$ cat config.mk
export PLATFORM = sky130hd
export DESIGN_NAME = ycc2rgb_queue
export DESIGN_NICKNAME = d
export VERILOG_FILES = /design/src/rtl/core/ycc2rgb_pkg.sv /design/src/rtl/core/ycc2rgb_queue.sv
export SDC_FILE = /design/constraint.sdc
export NUM_CORES = 1
export LEC_CHECK = 0
export ABC_AREA = 1
export BUFFER_PORTS_ARGS = -buffer_cell sky130_fd_sc_hd__buf_2
export CAP_MARGIN = 20
export CORE_MARGIN = 4
export CORE_UTILIZATION = 43
export DETAILED_ROUTE_END_ITERATION = 6
export PLACE_DENSITY = 0.76
export SLEW_MARGIN = 5
export SYNTH_ARGS = -nofsm -noshare
export SYNTH_HDL_FRONTEND = slang
export SYNTH_SLANG_ARGS = --single-unit
$ cat constraint.sdc
create_clock -name clk_i -period 2.5 [get_ports clk_i]
set_input_delay 0.375 -clock clk_i [delete_from_list [all_inputs] [get_ports clk_i]]
set_output_delay 0.375 -clock clk_i [all_outputs]
set_load 0.1 [all_outputs]
$ cat src/rtl/core/ycc2rgb_pkg.sv
package ycc2rgb_pkg;

  // Tile and store limits
  localparam int MAX_ROW_WIDTH = 16;
  localparam int MAX_TILE_ROWS = 256;
  localparam int CHROMA_AW     = 12;
  localparam int CHROMA_DEPTH  = 1 << CHROMA_AW;

  // Queue between front and back
  localparam int QUEUE_AW    = 1;
  localparam int QUEUE_DEPTH = 1 << QUEUE_AW;

  // Conversion coefficients, 8.8 fixed point
  localparam int COEF_CR_R  = 359;
  localparam int COEF_CB_G  = 88;
  localparam int COEF_CR_G  = 183;
  localparam int COEF_CB_B  = 454;
  localparam int CHROMA_OFS = 128;
  localparam int ROUND_HALF = 128;
  localparam int COMP_MAX   = 255;

  // Width of the signed sums before clamping
  localparam int SUM_W = 19;

  // Request codes
  typedef enum logic [1:0] {
    REQ_CB_WR = 2'd0,
    REQ_CR_WR = 2'd1,
    REQ_LUMA  = 2'd2
  } req_e;

  // Configuration register indexes
  typedef enum logic [2:0] {
    CFG_MCU_WIDTH  = 3'd0,
    CFG_MCU_HEIGHT = 3'd1,
    CFG_MCUS_TILE  = 3'd2,
    CFG_CB_SHIFT_X = 3'd3,
    CFG_CB_SHIFT_Y = 3'd4,
    CFG_CR_SHIFT_X = 3'd5,
    CFG_CR_SHIFT_Y = 3'd6
  } cfg_idx_e;

  // One classified item travelling from front to back
  typedef struct packed {
    req_e                  kind;
    logic [7:0]            sample;
    logic [CHROMA_AW-1:0]  cb_addr;
    logic [CHROMA_AW-1:0]  cr_addr;
    logic                  last;
  } qentry_t;

endpackage

$ cat src/rtl/core/ycc2rgb_queue.sv
module ycc2rgb_queue import ycc2rgb_pkg::*; (
  input  logic    clk_i,
  input  logic    rst_ni,
  input  logic    push_i,
  input  qentry_t push_data_i,
  input  logic    pop_i,
  output logic    full_o,
  output logic    valid_o,
  output qentry_t pop_data_o
);

  qentry_t             slots_q [QUEUE_DEPTH];
  logic [QUEUE_AW-1:0] wr_ptr_q, rd_ptr_q;
  logic [QUEUE_AW:0]   count_q;
  logic                do_push, do_pop;

  assign full_o     = (count_q == (QUEUE_AW+1)'(QUEUE_DEPTH));
  assign valid_o    = (count_q != '0);
  assign pop_data_o = slots_q[rd_ptr_q];
  assign do_push    = push_i && !full_o;
  assign do_pop     = pop_i && valid_o;

  // Entry storage
  always_ff @(posedge clk_i) begin
    if (do_push) begin
      slots_q[wr_ptr_q] <= push_data_i;
    end
  end

  // Pointers and fill count
  always_ff @(posedge clk_i or negedge rst_ni) begin
    if (!rst_ni) begin
      wr_ptr_q <= '0;
      rd_ptr_q <= '0;
      count_q  <= '0;
    end else begin
      if (do_push) begin
        wr_ptr_q <= wr_ptr_q + 1'b1;
      end
      if (do_pop) begin
        rd_ptr_q <= rd_ptr_q + 1'b1;
      end
      if (do_push && !do_pop) begin
        count_q <= count_q + 1'b1;
      end else if (do_pop && !do_push) begin
        count_q <= count_q - 1'b1;
      end
    end
  end

endmodule

==> results of run 1 <==
==> worst min-delay path by stage <==
stage | to | slack (ns)
after floorplan | count_q[0] | 0.08
after global placement | count_q[1] | 0.19
after detailed placement | count_q[1] | 0.19
after CTS | slots_q[0][22] | 0.21
after global routing | slots_q[1][11] | 0.20
final | slots_q[0][3] | 0.22
==> worst reg2reg max path, stage by stage, from the launching register on <==
cell	delay [ns]
dfrtp_1	0.38
inv_1	0.14
o21ai_0	0.20
nor2_4	0.50
buf_12	0.25
==> metrics by stage <==
step	area (µm²)	cells	worst slack, ns	util
2_1_floorplan	2849	214	0.2664	-
3_3_place_gp	3293	363	0.7421	0.5157
3_5_place_dp	3293	363	0.7173	0.5157
4_1_cts	3557	379	0.3390	0.5570
5_1_grt	3557	379	0.2778	0.5570
6_report	3557	379	0.3883	0.5570
==> cell type report <==
type	count	area [µm²]
clock inverters	6	130.1
inverters	8	37.54
well taps	77	96.34
multi-input cells	125	539.3
repair buffers	80	427.9
fillers	557	2829
clock buffers	9	123.9
flip-flops and latches	74	2202
==> cells by family (layout without fill, tap and decap cells) <==
kind of cell,after synthesis,count (layout),share of synthesized area
buffers and inverters,15,103,0.03955
adders and majority gates,1,1,0.004395
and+or+nand+nor,122,122,0.1776
AOI/OAI and AO/OA,1,1,0.001757
xor gates and xnor gates,1,1,0.003077
DFF,74,74,0.7736
==> per-layer routing <==
metal	up-vias	wire, µm	track usage
met4	0	81	0.06901
met5	-	0	0
li1	880	-	-
met1	788	2162	0.1634
met2	52	2679	0.2324
met3	7	301	0.03687
==> state kept, by name (all words and copies together) (netlist names) <==
| name | flops |
|---|---|
| slots_q | 70 |
| count_q | 2 |
| rd_ptr_q | 1 |
| wr_ptr_q | 1 |
==> synthesized netlist by cell type, drive strengths merged <==
cell    number  area (µm²)
nand2      116       468.0
edfxtp      70        2102
inv          8       37.53
buf          7       75.06
dfrtp        4       100.1
nor2         3       21.27
nand3        2       10.01
ha           1       12.51
nand4        1       6.260
o21ai        1       5.000
xnor2        1       8.760
==> run_results.csv, run 1 <==
group,metric,value,unit
setup_path,crit_chain,"buf_4 -> inv_8 -> nand2_1 -> nand2_1 -> buf_2",
logic_synthesis,ys_warn_count,0,
grt,grt_pass1_vias,1662,
layout,final_cell_mix,"nand2_1, buf_2, edfxtp_1",
placement,io_buffers,75,
logic_synthesis,syn_inst,214,
sta,skew,0.007942,ns
setup_path,crit_fanout,36,
layout,nets,338,
sta,clock.fmax,0.4736,GHz
clock_tree,cts.repair.resized,0,
route,antenna_left,0,
route,vias_per_cell,4.557,
layout,drive_above_1_share,0.3709,
clock_tree,cts_setup_buffers,0,
min_path,hp-start,"push_data_i[3]",
sta,fin_tns_setup,0,ns
route,first_iter_violations,63,
grt,antenna_found_initial,0,
logic_synthesis,yosysSeqAreaShare,0.7736,
setup_path,reg2reg_to,"slots_q[1][27]",
route,wl_per_cell,13.79,µm
grt,globalRoute.totalOverflow,0,
route,drc,0,
setup_path,crit_top_cell,"nand2_1",
clock_tree,htreeDepth,3,
clock_tree,clockRootBuffer,"clkbuf_8",
setup_path,cp-start-kind,"register",
clock_tree,cts_max_path_buffers,2,
setup_path,endpoint_kind,"output pin",
grt,grt_pass1_wl,7928,µm
setup_path,slowest_delay,0.43,ns
route,drtPass1Iterations,4,
placement,dpl.hpwl,3480,µm
sta,setup_viol_count_final,0,
setup_path,cp_num_cells,5,
route,routed_wl,5225,µm
min_path,min_path_type,"in -> reg",
clock_tree,clk_latency,0.33,ns
min_path,whs_path_depth,1,
sta,slew_violations,0,
setup_path,cpMaxStageDelayCell,"buf_2",
sta,fin_crit,2.112,ns
clock_tree,clk_pin_slew_worst_paths,0.08,ns
floorplanning,fp-row-count,29,
sta,tightest_slew,0.5665,ns
grt,track_usage,0.1382,
sta,holdWs,0.2239,ns
floorplanning,start_util,0.4457,
setup_path,crit_end,"pop_data_o[19]",
floorplanning,coreArea,6386,µm²
floorplanning,ios,76,
logic_synthesis,syn-cell-area,2846,µm²
clock_tree,cts_made_buffers,9,
setup_path,crit_arrival,1.74,ns
setup_path,critPathRequiredTime,2.12,ns
logic_synthesis,ys_seq_elements,74,
setup_path,crit_buf_inv,3,
logic_synthesis,ys_types,18,
setup_path,path_class,"reg -> out",
layout,area_growth,24.97,%
setup_path,critPathLaunch,"rd_ptr_q",
setup_path,worstRegToRegCells,4,
sta,hold_viol_final,0,
logic_synthesis,syn_nets,254,
clock_tree,clock_sinks,74,
sta,fin_crit_sh,0.8447,
floorplanning,die_w,89.36,µm
setup_path,reg2reg_from,"count_q[1]",
layout,mostFrequentLayoutCell,"nand2_1",
job,maxCapViolCount,0,
clock_tree,ctsHoldBuffers,1,
route,vias,1727,
floorplanning,die-area,7985,µm²
setup_path,cpLargestDelayFamily,"buffers and inverters",
run_status,status,"complete, no violations",
placement,place.gp.congestion,0.7074,
logic_synthesis,syn_avg_cell_area,13.30,µm²
grt,grt_max_degree,37,
layout,antenna_cells,0,
sta,max-slew-margin-rel,0.6214,
setup_path,reg2reg_slack,0.74,ns
floorplanning,die_h,89.36,µm
sta,rsz0062_at_grt,"no",
clock_tree,cts_tree,"built",
Power of run 1 is not shown: default switching activity piles up to over one toggle a cycle in this logic, so the estimate is an artifact.
==> run 2, diff against run 1 <==
--- a/config.mk
+++ b/config.mk
@@ -5,13 +5,13 @@
 export SDC_FILE = /design/constraint.sdc
 export NUM_CORES = 1
 export LEC_CHECK = 0
-export ABC_AREA = 1
+export ABC_AREA = 0
 export BUFFER_PORTS_ARGS = -buffer_cell sky130_fd_sc_hd__buf_2
 export CAP_MARGIN = 20
 export CORE_MARGIN = 4
 export CORE_UTILIZATION = 43
 export DETAILED_ROUTE_END_ITERATION = 6
-export PLACE_DENSITY = 0.76
+export PLACE_DENSITY = 0.73
 export SLEW_MARGIN = 5
 export SYNTH_ARGS = -nofsm -noshare
 export SYNTH_HDL_FRONTEND = slang
==> constraint.sdc (replaced) <==
create_clock -name clk_i -period 2 [get_ports clk_i]
set_input_delay 0.3 -clock clk_i [delete_from_list [all_inputs] [get_ports clk_i]]
set_output_delay 0.3 -clock clk_i [all_outputs]
set_load 0.1 [all_outputs]
==> run_results.csv, run 2 <==
group,metric,value,unit
layout,mostFrequentLayoutCell,"edfxtp_1",
placement,dpl.hpwl,3069,µm
sta,fin_crit,1.928,ns
sta,max-slew-margin-rel,0.6725,
grt,grt_pass1_vias,1481,
route,wl_per_cell,15.26,µm
sta,hold_viol_final,0,
layout,seqCellArea,2203,µm²
route,vias_per_cell,4.653,
logic_synthesis,async_flop_share,0.05405,
logic_synthesis,yosys.area.top_type_share,0.7308,
layout,largest-register,"slots_q",
setup_path,crit_fanout,20,
logic_synthesis,syn_avg_cell_area,22.47,µm²
clock_tree,htreeDepth,3,
clock_tree,clk_latency,0.33,ns
logic_synthesis,ys_seq_elements,74,
logic_synthesis,ys_warn_count,0,
logic_synthesis,yosys.area.top_type,"edfxtp_1",
floorplanning,die_w,89.79,µm
setup_path,path_class,"reg -> out",
layout,largest_reg_flops,70,
grt,globalRoute.totalOverflow,0,
grt,antenna_found_initial,0,
floorplanning,coreArea,6422,µm²
floorplanning,start_util,0.4479,
setup_path,critPathRequiredTime,1.70,ns
logic_synthesis,synthFlopType,"edfxtp_1",
grt,grt_pass1_wl,7348,µm
setup_path,crit_arrival,1.63,ns
floorplanning,die-area,8062,µm²
logic_synthesis,synth.most_common_cell,"edfxtp_1",
route,drc,0,
sta,tightest_slew,0.4946,ns
min_path,min_path_type,"in -> reg",
sta,setup_viol_count_final,0,
run_status,status,"complete, no violations",
logic_synthesis,synth_edf_count,70,
floorplanning,die_h,89.79,µm
layout,reg.largest.list,"slots_q: 70 flops, count_q: 2 flops",
logic_synthesis,yosysSeqAreaShare,0.7656,
logic_synthesis,ys_types,16,
logic_synthesis,synth_area_leaders,"edfxtp_1, mux2_4, dfrtp_1",
layout,utilization,0.5661,
clock_tree,cts_made_buffers,9,
logic_synthesis,syn_inst,128,
clock_tree,clk_pin_slew_worst_paths,0.07,ns
logic_synthesis,synthTopCellsByCount,"edfxtp_1, mux2_4, mux2_2, dfrtp_1",
route,drtPass1Iterations,4,
layout,multi_input_area,604.3,µm²
placement,io_buffers,75,
logic_synthesis,syn-cell-area,2877,µm²
sta,rsz0062_at_grt,"no",
layout,n_fill_cell,491,
clock_tree,cts_tree,"built",
route,vias,1382,
layout,area_growth,26.40,%
clock_tree,cts_max_path_buffers,2,
setup_path,cp-start-kind,"register",
sta,fin_tns_setup,0,ns
layout,final_cell_mix,"edfxtp_1, buf_2, mux2_4",
layout,drive_above_1_share,0.5955,
sta,slew_violations,0,
sta,clock.fmax,0.5186,GHz
sta,skew,0.004848,ns
layout,nets,255,
logic_synthesis,syn_nets,168,
clock_tree,clockRootBuffer,"clkbuf_8",
clock_tree,clock_sinks,74,
grt,track_usage,0.1187,
job,maxCapViolCount,0,
layout,antenna_cells,0,
route,routed_wl,4532,µm
floorplanning,ios,76,
grt,grt_max_degree,36,
placement,place.gp.congestion,0.6686,
floorplanning,fp-row-count,29,
sta,fin_crit_sh,0.9641,
route,antenna_left,0,
setup_path,endpoint_kind,"output pin",
route,first_iter_violations,51,
-- run 2: cell count changes in the layout (fill, tap and decap cells not counted), moves of 4 or more --
cell	change
nand2_2	-12
nand2_1	-102
inv_1	-4
mux2_2	+6
buf_2	-19
mux2_4	+29
buf_4	+17
-- run 2: metrics by stage --
step / hold WS, ns / area (µm²) / cells / worst slack, ns
global route: 0.1208 / 3636 / 297 / 0.002537
detailed placement: 0.1136 / 3342 / 280 / 0.3510
CTS: 0.1351 / 3632 / 297 / 0.01268
finish: 0.1485 / 3636 / 297 / 0.07170
global placement: 0.1130 / 3342 / 280 / 0.3705
floorplan: 0.004409 / 2879 / 128 / 0.04756
-- run 2: critical path, cell delays in order (launching register included) --
cell     delay [ns]
dfrtp_2        0.37
buf_4          0.35
mux2_4         0.34
buf_4          0.23
-- run 2: layer usage --
| metal | wire length (µm) | GRT usage | share of wire | vias to the layer above |
|---|---|---|---|---|
| met5 | 0 | 0 | 0 | - |
| li1 | - | - | - | 666 |
| met2 | 2206 | 0.1905 | 0.49 | 53 |
| met3 | 327 | 0.05593 | 0.072 | 7 |
| met4 | 43 | 0.04981 | 0.0095 | 0 |
| met1 | 1955 | 0.1372 | 0.43 | 656 |
-- run 2: repair_timing --
| action | CTS | global route |
|---|---|---|
| buffers inserted | 0 | 0 |
| hold buffers | 1 | 0 |
| endpoints found under the hold margin | 4 | 0 |
| resized for setup | 19 | 1 |
| setup endpoints to repair | 19 | 6 |
-- run 2: worst paths after layout --
kind	cells past startpoint	slack [ns]	from	to
worst min register to register	1	0.50	count_q[1]	count_q[1]
min in group asynchronous	2	0.29	rst_ni	wr_ptr_q
worst max register to register	6	0.43	count_q[0]	count_q[1]
max in group asynchronous	2	1.57	rst_ni	rd_ptr_q
worst min-delay path	1	0.15	push_data_i[33]	slots_q[1][33]
worst max-delay path	3	0.07	rd_ptr_q	pop_data_o[11]
-- run 2: cell type report --
| class | instances | area share |
|---|---|---|
| clock buffers | 10 | 0.03510 |
| clock inverters | 6 | 0.02891 |
| inverters | 2 | 0.002065 |
| multi-input cells | 48 | 0.1662 |
| flip-flops and latches | 74 | 0.6060 |
| well taps | 77 | 0.02650 |
| repair buffers | 80 | 0.1352 |
-- run 2: cell families after synthesis --
kind of cell | Yosys count | synth area share
xor gates and xnor gates | 5 | 0.01523
adders and majority gates | 1 | 0.004349
buffers and inverters | 6 | 0.02740
DFF | 74 | 0.7656
muxes | 35 | 0.1749
and+or+nand+nor | 7 | 0.01262
Power of run 2 is left out for the same reason.
