File: src/rtl/core/ycc2rgb_pkg.sv
package ycc2rgb_pkg;

  // Tile and store limits
  localparam int MAX_ROW_WIDTH = 16;
  localparam int MAX_TILE_ROWS = 256;
  localparam int CHROMA_AW     = 12;
  localparam int CHROMA_DEPTH  = 1 << CHROMA_AW;

  // Queue between front and back
  localparam int QUEUE_AW    = 1;
  localparam int QUEUE_DEPTH = 1 << QUEUE_AW;

  // Conversion coefficients, 8.8 fixed point
  localparam int COEF_CR_R  = 359;
  localparam int COEF_CB_G  = 88;
  localparam int COEF_CR_G  = 183;
  localparam int COEF_CB_B  = 454;
  localparam int CHROMA_OFS = 128;
  localparam int ROUND_HALF = 128;
  localparam int COMP_MAX   = 255;

  // Width of the signed sums before clamping
  localparam int SUM_W = 19;

  // Request codes
  typedef enum logic [1:0] {
    REQ_CB_WR = 2'd0,
    REQ_CR_WR = 2'd1,
    REQ_LUMA  = 2'd2
  } req_e;

  // Configuration register indexes
  typedef enum logic [2:0] {
    CFG_MCU_WIDTH  = 3'd0,
    CFG_MCU_HEIGHT = 3'd1,
    CFG_MCUS_TILE  = 3'd2,
    CFG_CB_SHIFT_X = 3'd3,
    CFG_CB_SHIFT_Y = 3'd4,
    CFG_CR_SHIFT_X = 3'd5,
    CFG_CR_SHIFT_Y = 3'd6
  } cfg_idx_e;

  // One classified item travelling from front to back
  typedef struct packed {
    req_e                  kind;
    logic [7:0]            sample;
    logic [CHROMA_AW-1:0]  cb_addr;
    logic [CHROMA_AW-1:0]  cr_addr;
    logic                  last;
  } qentry_t;

endpackage

File: src/rtl/core/ycc2rgb_front.sv
module ycc2rgb_front import ycc2rgb_pkg::*; (
  input  logic                 clk_i,
  input  logic                 rst_ni,
  // command side
  input  logic                 start,
  input  logic                 busy,
  input  logic [1:0]           req_type_i,
  input  logic [7:0]           sample_i,
  input  logic [CHROMA_AW-1:0] chroma_index_i,
  // configuration writes
  input  logic                 cfg_we_i,
  input  logic [2:0]           cfg_index_i,
  input  logic [4:0]           cfg_data_i,
  // to queue
  output logic                 push_o,
  output qentry_t              entry_o
);

  logic [4:0] mcu_width_q, mcu_height_q, mcus_tile_q;
  logic [1:0] cb_sx_q, cb_sy_q, cr_sx_q, cr_sy_q;
  logic [3:0] col_q, col_d;
  logic [7:0] row_q, row_d;

  logic       accept;
  logic [4:0] width_eff;
  logic [9:0] rows_raw;
  logic [8:0] rows_eff;
  logic [3:0] last_col, col_eff;
  logic [7:0] last_row, row_eff;
  logic       at_last_col, at_last_row;

  // Chroma address of the nearest sample: (row >> sy) * (width >> sx) + (col >> sx)
  function automatic logic [CHROMA_AW-1:0] chroma_addr(
    input logic [7:0] row, input logic [3:0] col, input logic [4:0] width,
    input logic [1:0] sx, input logic [1:0] sy);
    logic [4:0]  stride;
    logic [12:0] prod;
    logic [12:0] sum;
    stride = width >> sx;
    prod   = 13'(row >> sy) * 13'(stride);
    sum    = prod + 13'(col >> sx);
    return sum[CHROMA_AW-1:0];
  endfunction

  assign accept = start && !busy;

  // Tile size, saturated to the supported range
  always_comb begin
    if (mcu_width_q == 5'd0) begin
      width_eff = 5'd1;
    end else if (mcu_width_q > 5'(MAX_ROW_WIDTH)) begin
      width_eff = 5'(MAX_ROW_WIDTH);
    end else begin
      width_eff = mcu_width_q;
    end
    rows_raw = 10'(mcu_height_q) * 10'(mcus_tile_q);
    if (rows_raw == 10'd0) begin
      rows_eff = 9'd1;
    end else if (rows_raw > 10'(MAX_TILE_ROWS)) begin
      rows_eff = 9'(MAX_TILE_ROWS);
    end else begin
      rows_eff = rows_raw[8:0];
    end
    last_col = 4'(width_eff - 5'd1);
    last_row = 8'(rows_eff - 9'd1);
  end

  // Position, pulled back inside the tile if the size shrank
  assign col_eff     = (col_q > last_col) ? last_col : col_q;
  assign row_eff     = (row_q > last_row) ? last_row : row_q;
  assign at_last_col = (col_eff == last_col);
  assign at_last_row = (row_eff == last_row);

  // Classify the command into a queue entry
  always_comb begin
    push_o        = 1'b0;
    entry_o.kind  = REQ_LUMA;
    entry_o.sample  = sample_i;
    entry_o.cb_addr = chroma_index_i;
    entry_o.cr_addr = chroma_index_i;
    entry_o.last    = 1'b0;
    col_d = col_q;
    row_d = row_q;
    case (req_type_i)
      REQ_CB_WR: begin
        push_o       = accept;
        entry_o.kind = REQ_CB_WR;
      end
      REQ_CR_WR: begin
        push_o       = accept;
        entry_o.kind = REQ_CR_WR;
      end
      REQ_LUMA: begin
        push_o          = accept;
        entry_o.kind    = REQ_LUMA;
        entry_o.cb_addr = chroma_addr(row_eff, col_eff, width_eff, cb_sx_q, cb_sy_q);
        entry_o.cr_addr = chroma_addr(row_eff, col_eff, width_eff, cr_sx_q, cr_sy_q);
        entry_o.last    = at_last_col && at_last_row;
        if (accept) begin
          if (at_last_col) begin
            col_d = 4'd0;
            row_d = at_last_row ? 8'd0 : row_eff + 8'd1;
          end else begin
            col_d = col_eff + 4'd1;
            row_d = row_eff;
          end
        end
      end
      default: begin
        push_o = 1'b0;
      end
    endcase
  end

  // Position counters and configuration registers
  always_ff @(posedge clk_i or negedge rst_ni) begin
    if (!rst_ni) begin
      col_q        <= '0;
      row_q        <= '0;
      mcu_width_q  <= 5'd8;
      mcu_height_q <= 5'd8;
      mcus_tile_q  <= 5'd1;
      cb_sx_q      <= '0;
      cb_sy_q      <= '0;
      cr_sx_q      <= '0;
      cr_sy_q      <= '0;
    end else begin
      col_q <= col_d;
      row_q <= row_d;
      if (cfg_we_i) begin
        case (cfg_index_i)
          CFG_MCU_WIDTH:  mcu_width_q  <= cfg_data_i;
          CFG_MCU_HEIGHT: mcu_height_q <= cfg_data_i;
          CFG_MCUS_TILE:  mcus_tile_q  <= cfg_data_i;
          CFG_CB_SHIFT_X: cb_sx_q      <= cfg_data_i[1:0];
          CFG_CB_SHIFT_Y: cb_sy_q      <= cfg_data_i[1:0];
          CFG_CR_SHIFT_X: cr_sx_q      <= cfg_data_i[1:0];
          CFG_CR_SHIFT_Y: cr_sy_q      <= cfg_data_i[1:0];
          default: ;
        endcase
      end
    end
  end

endmodule

File: config.mk
export PLATFORM = sky130hd
export DESIGN_NAME = ycc2rgb_front
export DESIGN_NICKNAME = d
export VERILOG_FILES = /design/src/rtl/core/ycc2rgb_pkg.sv /design/src/rtl/core/ycc2rgb_front.sv
export SDC_FILE = /design/constraint.sdc
export NUM_CORES = 1
export LEC_CHECK = 0
export BUFFER_PORTS_ARGS = -buffer_cell sky130_fd_sc_hd__buf_2
export CAP_MARGIN = 20
export CORE_MARGIN = 2
export CORE_UTILIZATION = 25
export DETAILED_ROUTE_END_ITERATION = 12
export GPL_TIMING_DRIVEN = 0
export PLACE_DENSITY = 0.47
export SYNTH_ARGS = -nofsm -noshare
export SYNTH_HDL_FRONTEND = slang
export SYNTH_SLANG_ARGS = --single-unit
File: constraint.sdc
create_clock -name clk_i -period 11.2 [get_ports clk_i]
set_input_delay 0.56 -clock clk_i [delete_from_list [all_inputs] [get_ports clk_i]]
set_output_delay 0.56 -clock clk_i [all_outputs]
set_load 0.01 [all_outputs]
==> flow_summary.yaml, run 1 <==
die:
  die_h_um: 172
  core_sq_um: 27800
  io_pins: 71
  dieArea_sq_um: 29600
  die_w_um: 172
  fp-row-count: 61
  start_util: 0.254
critical_path:
  path_buf_inv: 11
  slowest_stage: "fa_1"
  path_delay_family: "adder cells"
  cp.required_ps: 10640
  r2r-start: "mcu_height_q[0]$_DFFE_PN0P_"
  crit_start: "mcu_height_q[0]$_DFFE_PN0P_"
  critPathArrivalTime_ps: 10180
  cp_slowest_stage_delay_ps: 560
  crit_top_cell: "fa_1"
  path_class: "reg2out"
  cp-start-kind: "flip-flop"
  path_max_fanout: 10
  worst_setup_path_end_kind: "output port"
timing:
  min_period_ps: 10740
  slew_headroom: 0.448
  whs_ps: 370
  final_hold_viol_count: 0
  fmax_mhz: 93.1
  tightest_slew_ps: 828
  skew_ps: 9.17
  fin_crit_sh: 0.959
  drv_slew: 0
  setup_viol: 0
synthesis:
  syn_area_sq_um: 7060
  synth_compound_area_frac: 0.170
  synthAdderAreaFrac: 0.290
  yosysUniqueCellTypes: 73
  postSynth.asyncResetShare: 1.00
  synth_ff_type: "dfrtp_1"
  syn_area_per_cell_sq_um: 8.09
  netlist_instances: 872
  yosysSeqAreaShare: 0.125
  synth_top_family_by_area: "adder cells"
  ys_ff_latch: 35
  synth_edf_count: 0
  yosys_warnings: 0
  synth_fp_nets: 1040
  synth-xor-area-share: 0.0534
  synth-simple-area-share: 0.203
  muxShareOfSynthArea: 0.0748
cells_and_area:
  postLayoutCoreUtil: 0.305
  n_fill_cell: 3068
  insertedDiodeCount: 0
  area_growth_pct: 20.2
  design_area_sq_um: 8480
  final_cell_mix: "inv_1, nor2_1, nand2_1"
  drive_gt1_frac: 0.223
  num-nets-final: 1135
  final_common_cell: "inv_1"
outcome:
  status: "finished clean"
cts:
  htreeDepth: 2
  cts_buffers: 5
  cts-root-buf: "clkbuf_16"
  clock_latency_ps: 280
  cts.sinks: 35
  cts_tree: "yes"
  ctsLongestPathBuffers: 2
  postCtsHoldBufs: 0
  path_clk_slew_ps: 50
power:
  power_density_nw_per_um2: 324
  p_leak_nw: 3.95
  ir_worst_vdd_uv: 104
placed_design:
  gp_congestion: 0.810
  io_buffers: 62
  dp_hpwl_mm: 15.0
  placed_cell_area_sq_um: 7840
grt:
  grt.overflow.total: 0
  grt_pass1_vias: 6171
  grt_pass1_wl_mm: 31.5
  grt_use_total: 0.130
  antenna_found_initial: 0
  grt_max_degree: 36
route:
  drc_errors: 0
  firstDrtPassIters: 4
  vias: 6270
  drt-wirelength-per-cell_um: 13.8
  drtIter0Drc: 274
  via_per_inst: 4.66
  wl_mm: 18.6
  ant_nets: 0
worst_hold_path:
  hold_class: "in2async"
flow_run:
  max-cap-violations: 0
## cells by family after synthesis
logic type,after synthesis
muxes,46
adders and majority gates,133
AOI/OAI and AO/OA,176
DFF,35
and+or+nand+nor,296
buffers and inverters,143
xor gates and xnor gates,43
## worst register-to-register path, delay by kind of cell, from the launching register on
kind	cells	cell delay, ps
muxes	1	400
AOI/OAI and AO/OA	8	1450
buffers and inverters	7	880
adders and majority gates	6	2320
and+or+nand+nor	4	700
DFF	1	410
xor gates and xnor gates	2	370
## per-layer routing
| layer | vias to the layer above | global-route usage | share of wire |
|---|---|---|---|
| met5 | - | 0 | 0 |
| met4 | 0 | 0.0194 | 0.0096 |
| met3 | 12 | 0.00595 | 0.018 |
| met2 | 73 | 0.230 | 0.49 |
| met1 | 3052 | 0.181 | 0.48 |
| li1 | 3133 | - | - |
## metrics by stage
stage	setup TNS (ps)	total power (W)	instances	worst slack [ps]
2_1_floorplan	0	0.00180	872	878
3_3_place_gp	-2280	0.00229	1312	-717
3_5_place_dp	-1830	0.00229	1312	-648
4_1_cts	0	0.00257	1328	1.56
5_1_grt	-196	0.00309	1346	-75.7
6_report	0	0.00275	1346	458
## cell type report
cell class	count	area [sq um]	area share
buffer	36	213	0.0251
clock buffer	5	125	0.0148
clock inverter	3	43.8	0.00516
inverter	107	402	0.0474
multi-input combinational	694	5820	0.686
sequential	35	882	0.104
tap	378	473	0.0558
timing repair buffer	88	522	0.0615
## path summary, 6_finish.rpt
check | endpoint | slack [ps] | depth (start not counted)
max in group asynchronous | mcu_height_q[0]$_DFFE_PN0P_ | 10250 | 1
min | mcus_tile_q[4]$_DFFE_PN0P_ | 370 | 1
max | entry_o[24] | 460 | 41
max reg2reg | row_q[7]$_DFFE_PN0P_ | 4560 | 28
min in group clk_i | mcu_width_q[0]$_DFFE_PN0P_ | 540 | 1
min reg2reg | mcu_width_q[0]$_DFFE_PN0P_ | 540 | 1
## flip-flops by register name, indices dropped and copies added, names as in the netlist
| register | cells |
|---|---|
| cr_sx_q | 2 |
| col_q | 4 |
| mcu_width_q | 5 |
| cr_sy_q | 2 |
| mcu_height_q | 5 |
| mcus_tile_q | 5 |
| cb_sx_q | 2 |
| cb_sy_q | 2 |
| row_q | 8 |
## where the power goes
group	switching [W]	internal, W
Combinational	0.00137	0.000997
Sequential	0.0000513	0.000164
Clock	0.0000543	0.000105
Total	0.00148	0.00127
## cell usage after synthesis, types with 4 or more instances
library cell	number	area, sq um
and2_1	17	106
o21a_1	5	37.5
a31oi_1	4	25.0
o21ai_1	17	85.1
a21oi_1	39	195
nand2_1	80	300
o211ai_1	4	30.0
nand3_1	13	65.1
nor2b_1	11	68.8
nor2_1	88	330
clkbuf_1	16	60.1
buf_2	4	20.0
nand4b_1	4	35.0
nand2b_1	15	93.8
o21bai_1	7	52.6
nand4_1	6	37.5
xor2_1	15	131
a211oi_1	6	45.0
o21ai_0	40	200
fa_1	51	1020
buf_1	4	15.0
dfrtp_1	32	801
o22ai_1	4	25.0
mux2_2	27	304
a21o_1	16	120
nor3_1	17	85.1
a211o_1	5	43.8
or3_1	6	37.5
buf_4	9	67.6
inv_1	107	402
mux2i_1	15	150
ha_1	82	1030
xnor2_1	28	245
or2_1	19	119
or2_2	7	43.8
## what timing repair did
item | in CTS | in global routing
pin swaps | 5 | 20
gates resized for setup | 24 | 39
setup buffers | 7 | 18
setup endpoints to repair | 10 | 9
gates cloned | 1 | 0
(Power assumes the default switching activity.)
==> inputs of run 2 (changes only) <==
--- a/constraint.sdc
+++ b/constraint.sdc
@@ -3,2 +3,2 @@
 set_output_delay 0.56 -clock clk_i [all_outputs]
-set_load 0.01 [all_outputs]
+set_load 0.05 [all_outputs]
==> run 2 against run 1 <==
Sequential share of layout area is 0.11 points lower; clock skew fell by 0.92 ps; first-iteration DRC count up 18%; critical path depth down 1; highest routed layer unchanged.
==> flow_summary.yaml, run 2 (synthesis gave the netlist of run 1 again) <==
timing:
  final_hold_viol_count: 0
  rsz0062_at_grt: "yes"
  fmax_mhz: 93.7
  skew_ps: 8.25
  fin_crit_sh: 0.953
  setup_viol: 0
  min_period_ps: 10670
  tightest_slew_ps: 834
  drv_slew: 0
  slew_headroom: 0.443
route:
  wirelength_met1_mm: 8.85
  drtIter0Drc: 322
  ant_nets: 0
  firstDrtPassIters: 4
  routed-wl-met2_mm: 9.24
  vias: 6278
  via_per_inst: 4.66
  routed.top_layer: "met4"
  drc_errors: 0
  wl_met3_um: 352
  wl_mm: 18.6
  drt-wirelength-per-cell_um: 13.8
cts:
  htreeDepth: 2
  cts.sinks: 35
  ctsLongestPathBuffers: 2
  clock_latency_ps: 280
  cts_buffers: 5
  cts_tree: "yes"
  postCtsHoldBufs: 0
  path_clk_slew_ps: 50
  cts-root-buf: "clkbuf_16"
grt:
  grt_max_degree: 36
  grt_pass1_wl_mm: 31.4
  grt_pass1_vias: 6160
  grt_use_total: 0.130
  grt.overflow.total: 0
  antenna_found_initial: 0
critical_path:
  slowest_stage: "fa_1"
  cp_slowest_stage_delay_ps: 560
  path_class: "reg2out"
  cp.required_ps: 10640
  r2r-start: "mcu_height_q[0]$_DFFE_PN0P_"
  cp-start-kind: "flip-flop"
  reg2regPathDepth: 31
  critPathArrivalTime_ps: 10110
  r2r-end: "row_q[4]$_DFFE_PN0P_"
  path_max_fanout: 10
  ff2ff_setup_slack_ps: 4550
  crit_top_cell: "fa_1"
  worst_setup_path_end_kind: "output port"
cells_and_area:
  final_common_cell: "inv_1"
  final_cell_mix: "inv_1, nor2_1, nand2_1, ha_1, buf_2"
  design_area_sq_um: 8570
  largest_reg_flops: 8
  num-nets-final: 1137
  area_growth_pct: 21.5
  n_fill_cell: 3052
  insertedDiodeCount: 0
  top_register: "row_q"
  drive_gt1_frac: 0.232
outcome:
  status: "finished clean"
die:
  io_pins: 71
  dieArea_sq_um: 29600
  start_util: 0.254
  fp-row-count: 61
  die_w_um: 172
  die_h_um: 172
  core_sq_um: 27800
placed_design:
  placed_cell_area_sq_um: 7840
  dp_hpwl_mm: 15.0
  gp_congestion: 0.810
  io_buffers: 62
flow_run:
  max-cap-violations: 0
worst_hold_path:
  hold_class: "in2async"
-- run 2: cell count changes in the layout (fill, tap and decap cells not counted), sizes merged --
cell / before / now
clkbuf: 23 / 21
buf: 106 / 110
-- run 2: final cells by class --
| class | count | area, sq um | share of cell area |
|---|---|---|---|
| Multi-Input combinational cell | 694 | 5870 | 0.685 |
| Tap cell | 378 | 473 | 0.0552 |
| Buffer | 36 | 210 | 0.0245 |
| Timing Repair Buffer | 90 | 561 | 0.0654 |
| Sequential cell | 35 | 882 | 0.103 |
| Clock inverter | 3 | 43.8 | 0.00511 |
| Clock buffer | 5 | 125 | 0.0146 |
| Inverter | 107 | 404 | 0.0471 |
-- run 2: worst max path at each step --
stage,startpoint,endpoint,cells past startpoint
after floorplan,mcu_height_q[0]$_DFFE_PN0P_,entry_o[23],42
after global placement,mcu_height_q[0]$_DFFE_PN0P_,entry_o[24],44
after detailed placement,mcu_height_q[0]$_DFFE_PN0P_,entry_o[24],44
after CTS,mcu_height_q[0]$_DFFE_PN0P_,entry_o[24],44
after global routing,mcu_height_q[1]$_DFFE_PN0P_,entry_o[24],46
final,mcu_height_q[0]$_DFFE_PN0P_,entry_o[24],40
-- run 2: through the flow --
step | instances | utilization | hold slack [ps] | worst slack, ps | TNS, ps
final | 1348 | 0.309 | 377 | 532 | 0
after CTS | 1328 | 0.295 | 406 | 8.31 | 0
after global routing | 1348 | 0.309 | 444 | -65.7 | -110
after detailed placement | 1312 | 0.282 | 522 | -742 | -2580
after floorplan | 872 | - | 264 | 206 | 0
after global placement | 1312 | 0.282 | 517 | -805 | -3140
-- run 2: critical path, delay by kind of cell, from the launching register on --
family | cells | cell delay (ps)
compound gates | 13 | 2410
xor+xnor | 2 | 400
fa+ha+maj | 10 | 4170
buf+inv | 9 | 1120
flops | 1 | 420
mux | 2 | 900
simple gates | 4 | 390
-- run 2: routing by layer --
layer / vias to the layer above / track usage
li1: 3140 / -
met3: 13 / 0.00618
met4: 0 / 0.0205
met2: 75 / 0.228
met1: 3050 / 0.180
met5: - / 0
-- run 2: repair_timing --
item / CTS / global route
setup endpoints to repair: 11 / 10
pin swaps: 7 / 23
setup buffers: 7 / 20
resized for setup: 32 / 48
cloned: 1 / 0
Power of run 2 is left out: the tool's default activity adds up to more than one toggle a clock period on the data nets, which glitch-free logic cannot reach.
==> inputs of run 3 (changes only) <==
Settings changed: RECOVER_POWER from default to 25.
==> run 3 against run 2 <==
The flow now finishes with violations (max-capacitance violations, max-slew violations); via count about the same; design area about the same; sequential share of layout area about the same; clock skew decreased by 1.2 ps; non-clock buffer count unchanged.
==> flow_summary.yaml, run 3 (synthesis gave the netlist of run 1 again) <==
cells_and_area:
  final_cell_mix: "inv_1, nor2_1, nand2_1, ha_1, buf_2"
  drive_gt1_frac: 0.231
  final_common_cell: "inv_1"
  postLayoutCoreUtil: 0.309
  insertedDiodeCount: 0
  n_fill_cell: 3053
  num-nets-final: 1137
  seqCellArea_sq_um: 882
  area_growth_pct: 21.4
  top_register: "row_q"
  design_area_sq_um: 8570
  largest_reg_flops: 8
  multi_input_area_sq_um: 5870
timing:
  slew_headroom: -0.302
  tightest_slew_ps: 1950
  setup_viol: 0
  fin_crit_sh: 0.952
  drv_slew: 36
  final_hold_viol_count: 0
  finalWorstSetupSlack_ps: 532
  fmax_mhz: 93.7
  min_period_ps: 10670
  rsz0062_at_grt: "yes"
  skew_ps: 7.08
  whs_ps: 534
route:
  drc_errors: 0
  ant_nets: 0
  drtIter0Drc: 274
  drt-wirelength-per-cell_um: 13.8
  wl_mm: 18.6
  via_per_inst: 4.65
  firstDrtPassIters: 4
  vias: 6273
placed_design:
  dp_hpwl_mm: 15.0
  placed_cell_area_sq_um: 7840
  io_buffers: 62
  dp_slack_ps: -742
  gp_congestion: 0.810
critical_path:
  worst_setup_path_end_kind: "output port"
  crit_top_cell: "fa_1"
  path_class: "reg2out"
  path_buf_inv: 9
  path_max_fanout: 10
  cp_slowest_stage_delay_ps: 560
  critPathArrivalTime_ps: 10110
  slowest_stage: "fa_1"
  cp.required_ps: 10640
  cp-start-kind: "flip-flop"
  path_delay_family: "adder cells"
die:
  die_w_um: 172
  dieArea_sq_um: 29600
  start_util: 0.254
  io_pins: 71
  die_h_um: 172
  fp-row-count: 61
  core_sq_um: 27800
grt:
  grt_pass1_vias: 6160
  grt_pass1_wl_mm: 31.4
  grt.overflow.total: 0
  antenna_found_initial: 0
  grt_use_total: 0.130
  grt_max_degree: 36
cts:
  ctsLongestPathBuffers: 2
  postCtsHoldBufs: 0
  cts_tree: "yes"
  htreeDepth: 2
  cts-root-buf: "clkbuf_16"
  cts_buffers: 5
  clock_latency_ps: 280
  path_clk_slew_ps: 60
  cts.sinks: 35
worst_hold_path:
  hold_class: "reg2reg"
outcome:
  status: "finished with violations"
  violations: "max-capacitance violations, max-slew violations"
flow_run:
  max-cap-violations: 1
## run 3: cell count changes in the layout (fill, tap and decap cells not counted)
| cell | delta |
|---|---|
| clkbuf_1 | +1 |
| buf_2 | -1 |
## run 3: worst register-to-register path: cells and delay by family (launching register included)
kind,cells,cell delay [ps]
AND/OR/NAND/NOR,7,630
flip-flops,1,420
buffers and inverters,6,900
XOR/XNOR,1,110
AO/OA/AOI/OAI,10,1980
adder cells (fa/ha/maj),7,2470
## run 3: worst paths after layout
path                       depth (start not counted)                        start  slack, ps                     endpoint
max                                               40  mcu_height_q[0]$_DFFE_PN0P_        530                  entry_o[24]
min                                                1   mcu_width_q[0]$_DFFE_PN0P_        530   mcu_width_q[0]$_DFFE_PN0P_
max reg2reg                                       31  mcu_height_q[0]$_DFFE_PN0P_       4550         row_q[4]$_DFFE_PN0P_
min reg2reg                                        1   mcu_width_q[0]$_DFFE_PN0P_        530   mcu_width_q[0]$_DFFE_PN0P_
max in group asynchronous                          1                       rst_ni       9110  mcu_height_q[0]$_DFFE_PN0P_
min in group asynchronous                          1                       rst_ni        820   mcus_tile_q[4]$_DFFE_PN0P_
## run 3: cell type report
cell class,count,share of cell area
plain buffers,36,0.0245
flip-flops and latches,35,0.103
inverters,107,0.0472
repair buffers,90,0.0653
clock buffers,5,0.0146
well taps,378,0.0552
multi-input cells,694,0.685
clock inverters,3,0.00511
## run 3: metal layers
layer | GRT usage | vias up | routed length (um)
li1 | - | 3141 | -
met1 | 0.180 | 3044 | 8850
met2 | 0.228 | 75 | 9220
met3 | 0.00618 | 13 | 345
met4 | 0.0205 | 0 | 178
met5 | 0 | - | 0
## run 3: through the flow
stage / TNS, ps / std cells
after floorplan: 0 / 872
after global placement: -3140 / 1312
after detailed placement: -2580 / 1312
after CTS: 0 / 1328
after global routing: -110 / 1348
final: 0 / 1348
## run 3: repair_timing
item | in CTS | in global routing
setup endpoints to repair | 11 | 10
gates cloned | 1 | 0
gates resized for setup | 32 | 48
setup buffers | 7 | 20
pin swaps | 7 | 23
Power of run 3 is left out for the same reason.
